--- src/srgbal_pkg.sv ---
`timescale 1ns / 1ps
// ----------------------------------------------------------------------------
// srgbal_pkg
// Shared constants, types and elaboration-time tables for the sRGB pixel to
// ASCII shade level core: hundredths quantiser, sRGB linearisation table,
// Rec.709 weights, luminance thresholds and the character ramp.
// ----------------------------------------------------------------------------
package srgbal_pkg;

	localparam int LUM_FRAC_BITS = 16;

	localparam int CHAN_W  = 8;
	localparam int Q_W     = 7;
	localparam int LIN_W   = 16;
	localparam int PROD_W  = 32;
	localparam int SUM_W   = PROD_W + 2;
	localparam int LEVEL_W = 4;
	localparam int CHAR_W  = 7;

	localparam int Q_MAX      = 100;
	localparam int NUM_THR    = 9;
	localparam int MAX_LEVEL  = 9;

	// Rec.709 weights in Q0.16, summing to one
	localparam logic [LIN_W-1:0] W_RED   = 16'd13933;
	localparam logic [LIN_W-1:0] W_GREEN = 16'd46871;
	localparam logic [LIN_W-1:0] W_BLUE  = 16'd4732;

	typedef logic [(1 << CHAN_W)-1:0][Q_W-1:0]        q_tab_t;
	typedef logic [Q_MAX:0][LIN_W-1:0]                lin_tab_t;
	typedef logic [NUM_THR-1:0][LUM_FRAC_BITS-1:0]    thr_tab_t;
	typedef logic [LUM_FRAC_BITS-1:0]                 lum_t;

	typedef struct packed {
		logic s1;
		logic s2;
	} stage_en_t;

	localparam logic [63:0] ONE30 = 64'd1 << 30;

	function automatic logic [63:0] mul30(input logic [63:0] a, input logic [63:0] b);
		return (a * b) >> 30;
	endfunction

	// largest r <= 1.0 in Q0.30 with r^5 <= v, bit by bit
	function automatic logic [63:0] fifth_root30(input logic [63:0] v);
		logic [63:0] r;
		logic [63:0] c;
		logic [63:0] p;
		r = 64'd0;
		for (int b = 30; b >= 0; b--) begin
			c = r | (64'd1 << b);
			if (c <= ONE30) begin
				p = mul30(c, c);
				p = mul30(p, p);
				p = mul30(p, c);
				if (p <= v)
					r = c;
			end
		end
		return r;
	endfunction

	// (a/211)^2.4 in Q0.30
	function automatic logic [63:0] pow24_30(input logic [63:0] a);
		logic [63:0] x;
		logic [63:0] x2;
		logic [63:0] ac;
		ac = (a > 64'd211) ? 64'd211 : a;
		x  = (ac << 30) / 211;
		x2 = mul30(x, x);
		return mul30(x2, fifth_root30(x2));
	endfunction

	function automatic logic [63:0] lin16(input logic [63:0] q);
		logic [63:0] v30;
		logic [63:0] v16;
		if (q <= 64'd4)
			v30 = (q << 30) / 1292;
		else
			v30 = pow24_30(64'd2 * q + 64'd11);
		v16 = (v30 + (64'd1 << 13)) >> 14;
		return (v16 > 64'd65535) ? 64'd65535 : v16;
	endfunction

	function automatic q_tab_t build_q_table();
		q_tab_t t;
		logic [63:0] c;
		for (int i = 0; i < (1 << CHAN_W); i++) begin
			c = 64'(i);
			t[i] = Q_W'((c * 64'd100 + 64'd254) / 255);
		end
		return t;
	endfunction

	function automatic lin_tab_t build_lin_table();
		lin_tab_t t;
		for (int i = 0; i <= Q_MAX; i++)
			t[i] = LIN_W'(lin16(64'(i)));
		return t;
	endfunction

	// linear images of gray 0.0, 0.1, 0.2 ... 0.8
	function automatic thr_tab_t build_thr_table();
		thr_tab_t t;
		logic [63:0] t30;
		t[0] = '0;
		for (int m = 1; m < NUM_THR; m++) begin
			t30 = pow24_30(64'd20 * 64'(m) + 64'd11);
			t[m] = LUM_FRAC_BITS'((t30 + (64'd1 << (30 - LUM_FRAC_BITS - 1)))
				>> (30 - LUM_FRAC_BITS));
		end
		return t;
	endfunction

	localparam q_tab_t   Q_TABLE   = build_q_table();
	localparam lin_tab_t LIN_TABLE = build_lin_table();
	localparam thr_tab_t THR_TABLE = build_thr_table();

	function automatic logic [CHAR_W-1:0] ramp_char(input logic [LEVEL_W-1:0] level);
		logic [CHAR_W-1:0] ch;
		unique case (level)
			4'd0:    ch = 7'h20; // space
			4'd1:    ch = 7'h2E; // .
			4'd2:    ch = 7'h3A; // :
			4'd3:    ch = 7'h2D; // -
			4'd4:    ch = 7'h3D; // =
			4'd5:    ch = 7'h2B; // +
			4'd6:    ch = 7'h2A; // *
			4'd7:    ch = 7'h23; // #
			4'd8:    ch = 7'h25; // %
			default: ch = 7'h40; // @
		endcase
		return ch;
	endfunction

endpackage

--- src/srgbal_chan.sv ---
`timescale 1ns / 1ps
// ----------------------------------------------------------------------------
// srgbal_chan
// One colour channel: quantise to hundredths, then look up the linear sRGB
// value in Q0.16. Two pipeline stages, advanced by the top-level enables.
// ----------------------------------------------------------------------------
module srgbal_chan (
	input  logic                              clk,
	input  srgbal_pkg::stage_en_t             en,
	input  logic [srgbal_pkg::CHAN_W-1:0]     chan,
	output logic [srgbal_pkg::LIN_W-1:0]      lin
);

	logic [srgbal_pkg::Q_W-1:0]   q_s1;
	logic [srgbal_pkg::LIN_W-1:0] lin_s2;

	always_ff @(posedge clk) begin
		if (en.s1)
			q_s1 <= srgbal_pkg::Q_TABLE[chan];
	end

	always_ff @(posedge clk) begin
		if (en.s2)
			lin_s2 <= srgbal_pkg::LIN_TABLE[q_s1];
	end

	assign lin = lin_s2;

endmodule

--- src/srgb_pixel_to_ascii_level_core.sv ---
`timescale 1ns / 1ps
// Latency: 5 register stages; a result passes the quantise, linearise, multiply
// and sum registers before it reaches the output register and can transfer.
// Throughput: one pixel per cycle while out_ready is high; every stage has its
// own ready, so bubbles close up; a stalled output holds only stages behind it.
// Stages: quantise, linearise, weight multiply, sum, threshold compare.
// Reset: arst_n clears the stage valid bits only; payload is not reset.
// ----------------------------------------------------------------------------
// srgb_pixel_to_ascii_level_core
// Converts an 8-bit RGB pixel to a shade level 0..9 and its ramp character
// through linear Rec.709 luminance and nine precomputed linear thresholds.
// ----------------------------------------------------------------------------
module srgb_pixel_to_ascii_level_core (
	input  logic                                clk,
	input  logic                                arst_n,
	input  logic                                in_valid,
	output logic                                in_ready,
	input  logic [srgbal_pkg::CHAN_W-1:0]       red,
	input  logic [srgbal_pkg::CHAN_W-1:0]       green,
	input  logic [srgbal_pkg::CHAN_W-1:0]       blue,
	output logic                                out_valid,
	input  logic                                out_ready,
	output logic [srgbal_pkg::LEVEL_W-1:0]      shade_level,
	output logic [srgbal_pkg::CHAR_W-1:0]       ascii_char
);

	logic v_s1, v_s2, v_s3, v_s4, v_s5;
	logic rdy_s1, rdy_s2, rdy_s3, rdy_s4, rdy_s5;
	srgbal_pkg::stage_en_t en;

	logic [srgbal_pkg::LIN_W-1:0]  lin_r, lin_g, lin_b;
	logic [srgbal_pkg::PROD_W-1:0] prod_r_s3, prod_g_s3, prod_b_s3;
	logic [srgbal_pkg::SUM_W-1:0]  sum;
	srgbal_pkg::lum_t              lum_s4;
	logic [srgbal_pkg::NUM_THR-1:0] hit;
	logic [srgbal_pkg::LEVEL_W-1:0] level;
	logic [srgbal_pkg::LEVEL_W-1:0] level_s5;
	logic [srgbal_pkg::CHAR_W-1:0]  char_s5;

	// a stage takes a new item when it is empty or its item moves on
	assign rdy_s5 = !v_s5 || out_ready;
	assign rdy_s4 = !v_s4 || rdy_s5;
	assign rdy_s3 = !v_s3 || rdy_s4;
	assign rdy_s2 = !v_s2 || rdy_s3;
	assign rdy_s1 = !v_s1 || rdy_s2;

	assign in_ready = rdy_s1;
	assign en.s1    = rdy_s1;
	assign en.s2    = rdy_s2;

	always_ff @(posedge clk or negedge arst_n) begin
		if (!arst_n) begin
			v_s1 <= 1'b0;
			v_s2 <= 1'b0;
			v_s3 <= 1'b0;
			v_s4 <= 1'b0;
			v_s5 <= 1'b0;
		end else begin
			if (rdy_s1) v_s1 <= in_valid;
			if (rdy_s2) v_s2 <= v_s1;
			if (rdy_s3) v_s3 <= v_s2;
			if (rdy_s4) v_s4 <= v_s3;
			if (rdy_s5) v_s5 <= v_s4;
		end
	end

	srgbal_chan u_chan_r (.clk(clk), .en(en), .chan(red),   .lin(lin_r));
	srgbal_chan u_chan_g (.clk(clk), .en(en), .chan(green), .lin(lin_g));
	srgbal_chan u_chan_b (.clk(clk), .en(en), .chan(blue),  .lin(lin_b));

	always_ff @(posedge clk) begin
		if (rdy_s3) begin
			prod_r_s3 <= srgbal_pkg::PROD_W'(lin_r) * srgbal_pkg::PROD_W'(srgbal_pkg::W_RED);
			prod_g_s3 <= srgbal_pkg::PROD_W'(lin_g) * srgbal_pkg::PROD_W'(srgbal_pkg::W_GREEN);
			prod_b_s3 <= srgbal_pkg::PROD_W'(lin_b) * srgbal_pkg::PROD_W'(srgbal_pkg::W_BLUE);
		end
	end

	assign sum = srgbal_pkg::SUM_W'(prod_r_s3) + srgbal_pkg::SUM_W'(prod_g_s3)
		+ srgbal_pkg::SUM_W'(prod_b_s3);

	// weights sum to one, so the Q0.32 sum stays below 2^32
	always_ff @(posedge clk) begin
		if (rdy_s4)
			lum_s4 <= sum[srgbal_pkg::PROD_W-1 -: srgbal_pkg::LUM_FRAC_BITS];
	end

	always_comb begin
		level = '0;
		for (int m = 0; m < srgbal_pkg::NUM_THR; m++) begin
			hit[m] = (lum_s4 <= srgbal_pkg::THR_TABLE[m]);
			level  = level + srgbal_pkg::LEVEL_W'(hit[m]);
		end
	end

	always_ff @(posedge clk) begin
		if (rdy_s5) begin
			level_s5 <= level;
			char_s5  <= srgbal_pkg::ramp_char(level);
		end
	end

	assign out_valid   = v_s5;
	assign shade_level = level_s5;
	assign ascii_char  = char_s5;

`ifndef NO_ASSERTIONS
	a_char_matches_level: assert property (@(posedge clk) disable iff (!arst_n)
		out_valid |-> ascii_char == srgbal_pkg::ramp_char(shade_level))
		else $error("ascii_char does not match shade_level");

	a_level_range: assert property (@(posedge clk) disable iff (!arst_n)
		out_valid |-> shade_level <= srgbal_pkg::LEVEL_W'(srgbal_pkg::MAX_LEVEL))
		else $error("shade_level out of range");

	a_s4_hold: assert property (@(posedge clk) disable iff (!arst_n)
		(v_s4 && !rdy_s5) |=> (v_s4 && $stable(lum_s4)))
		else $error("stalled luminance stage lost its item");
`endif

endmodule
--- config.mk ---
export PLATFORM = sky130hd
export DESIGN_NAME = srgb_pixel_to_ascii_level_core
export DESIGN_NICKNAME = d
export VERILOG_FILES = /design/src/srgbal_pkg.sv /design/src/srgbal_chan.sv /design/src/srgb_pixel_to_ascii_level_core.sv
export SDC_FILE = /design/constraint.sdc
export NUM_CORES = 2
export LEC_CHECK = 0
export BUFFER_PORTS_ARGS = -buffer_cell sky130_fd_sc_hd__buf_2
export CAP_MARGIN = 20
export CORE_ASPECT_RATIO = 1.25
export CORE_UTILIZATION = 45
export CTS_BUF_LIST = sky130_fd_sc_hd__clkbuf_16
export CTS_CLUSTER_SIZE = 12
export DETAILED_ROUTE_END_ITERATION = 8
export PLACE_DENSITY = 0.58
export SETUP_SLACK_MARGIN = 0.4
export SYNTH_ARGS = -nofsm -noshare
export SYNTH_HDL_FRONTEND = slang
export SYNTH_SLANG_ARGS = --single-unit
--- constraint.sdc ---
create_clock -name clk -period 9.2 [get_ports clk]
set_clock_uncertainty 0.1 [all_clocks]
set_input_delay 1.84 -clock clk [delete_from_list [all_inputs] [get_ports clk]]
set_output_delay 1.84 -clock clk [all_outputs]
set_load 0.05 [all_outputs]
==> impl_metrics.yaml <==
clocking:
  cts_setup_buffers: 0
  cts-buffers-inserted: 17
  htree_levels: 4
  cts_tree: "built"
  cts_resized: 0
  cts.sinks: 190
  hold_buffers: 0
  cts_root_buffer: "clkbuf_16"
  clk_latency_ps: 510
  clk_pin_slew_worst_paths_ps: 80
  clockBufferDepth: 2
timing:
  slew_viol_final: 0
  rsz0062_at_grt: "false"
  hold_violations: 0
  fin_crit_sh_pct: 64.33
  min_period_ps: 5919
  worst_pin_slew_ps: 1104
  setup_viol: 0
  max_freq_ghz: 0.1690
  relSlewSlack_pct: 26.39
  fin_tns_setup_ps: 0
floorplan:
  die_area_mm2: 0.07194
  fp.dieH_um: 299.6
  dieWidth_um: 240.1
  rows: 108
  core-area_mm2: 0.06973
  initial_core_util_pct: 45.73
  ios: 41
detailed_routing:
  ant_nets: 0
  drtPass1Iterations: 9
  drc: 0
  via_per_inst: 5.774
  finalWirelength_um: 83510
  post_drt_wl_per_cell_um: 18.43
  vias: 26160
  drt_iter0_markers: 1806
finish:
  seq_area_mm2: 0.005680
  area_growth_syn_to_layout_pct: 4.029
  final_cell_mix: "inv_1, ha_1, a21oi_1, o21ai_0, nand2_1"
  fillerInstances: 6956
  fin_area_mm2: 0.03317
  num_antenna_cells: 0
  nets: 4319
  mostFrequentLayoutCell: "inv_1"
  layout-drive-gt1-share_pct: 4.006
  multiInputGateArea_mm2: 0.02359
global_routing:
  grt_max_degree: 123
  grt_pass1_wl_um: 135600
  grt.overflow.total: 0
  antenna_found_initial: 0
  grt_pass1_vias: 25430
  track_usage_pct: 23.55
place:
  portBuffers: 40
  gp_congestion: 0.9124
  place_area_mm2: 0.03254
  dp.final_hpwl_um: 64030
synthesis:
  synth_top_area_share_pct: 17.42
  synth-seq-cells: 190
  yosys-top-cells-area: "edfxtp_1, ha_1, fa_1, inv_1, a21oi_1"
  synth_cell_types: 76
  synth_fp_nets: 4476
  yosysWarnings: 0
  syn_area_mm2: 0.03189
  synth-async-reset-ratio_pct: 2.632
  synth.avg_cell_area_um2: 8.529
  syn_inst: 3739
  yosys.area.top_type: "edfxtp_1"
  ys.flop_type: "edfxtp_1"
  synth-edff-count: 185
  yosysSeqAreaShare_pct: 17.81
setup_path:
  critical_path.startpoint: "u_chan_g.lin[2]"
  reg2reg_from: "u_chan_g.lin[2]"
  max_stage_delay_ps: 550
  crit_path_frequent_cell: "fa_1"
  crit_path_end_kind: "flop"
  crit_type: "reg -> reg"
  cp_slowest_cell: "edfxtp_1"
  path_cells: "ha_1 > inv_1 > fa_1 > inv_1 > fa_1 > fa_1 > fa_1 > inv_1 > fa_1 > inv_1 > ha_1 > a21o_1 > a21oi_1 > o21ai_0 > o41ai_4 > o21ai_0 > o221ai_1 > xnor2_1"
  crit_arrival_ps: 6070
  start_kind: "flop"
  crit_required_ps: 9350
  worst-path-max-fanout: 9
status:
  status: "finished clean"
worst_hold_path:
  worstHoldStart: "v_s2"
  hold_class: "reg -> reg"
job:
  drv_cap: 0
## sequential cells by signal, summed over array words and instances, names as in the netlist, 4 cells and up
| signal | count |
|---|---|
| prod_g_s3 | 32 |
| prod_r_s3 | 30 |
| prod_b_s3 | 27 |
| lum_s4 | 16 |
| u_chan_b.lin | 16 |
| u_chan_g.lin | 16 |
| u_chan_r.lin | 16 |
| ascii_char | 7 |
| u_chan_b.q_s1 | 7 |
| u_chan_g.q_s1 | 7 |
| u_chan_r.q_s1 | 7 |
| shade_level | 4 |
## cell families (layout without fill, tap and decap cells)
logic type	after synthesis	after routing	share of synthesized area, %
compound gates	1130	1130	22.28
simple gates	849	849	11.99
fa+ha+maj	709	709	34.17
buf+inv	696	552	8.255
flops	190	190	17.81
xor+xnor	120	120	3.296
mux	45	45	2.189
## layout make-up
cell class              count  share of cell area, %
clock buffers              17                  1.282
clock inverters            15                 0.6336
inverters                 454                  5.137
multi-input cells        2853                  71.11
flip-flops and latches    190                  17.12
well taps                 935                  3.526
repair buffers             66                  1.192
## critical path: cells and delay by family, from the launching register on
kind | cells | cell delay (ps)
fa+ha+maj | 7 | 3180
xor+xnor | 1 | 100
compound gates | 6 | 1540
buf+inv | 4 | 210
flops | 1 | 550
## stage by stage
step / hold slack (ps) / setup slack [ps] / utilization (%) / cells
floorplan: 334.6 / 2811 / - / 3739
global placement: 353.9 / 3313 / 46.67 / 4498
detailed placement: 350.9 / 3300 / 46.67 / 4498
CTS: 366.6 / 3247 / 47.58 / 4530
global route: 379.5 / 2947 / 47.58 / 4530
finish: 364.1 / 3281 / 47.58 / 4530
## Yosys cell counts, drive strengths merged (25+ instances only)
library cell    n
inv           449
ha            439
a21oi         325
o21ai         317
nand2         315
fa            270
nor2          240
clkbuf        191
edfxtp        185
a21o           66
o211ai         66
xnor2          65
a211oi         64
nand3          60
xor2           55
nor3           53
buf            51
nand2b         46
nor2b          40
a31oi          32
a311oi         25
## per-layer routing
layer  routed length [µm]  track usage [%]
met5                    0                0
met4                 2521            8.250
met3                 3531            2.136
met2                41290            40.04
met1                36160            31.15
## path summary, 6_finish.rpt
path                            slack, ps             to  depth (start not counted)
worst max-delay path                 3280  prod_g_s3[31]                         18
worst min-delay path                  360           v_s3                          1
worst max register to register       3280  prod_g_s3[31]                         18
worst min register to register        360           v_s3                          1
max in group asynchronous            7820           v_s2                          1
min in group asynchronous            1040           v_s3                          1
Power is not shown: default switching activity piles up to over one toggle a cycle in this logic, so the estimate is an artifact.
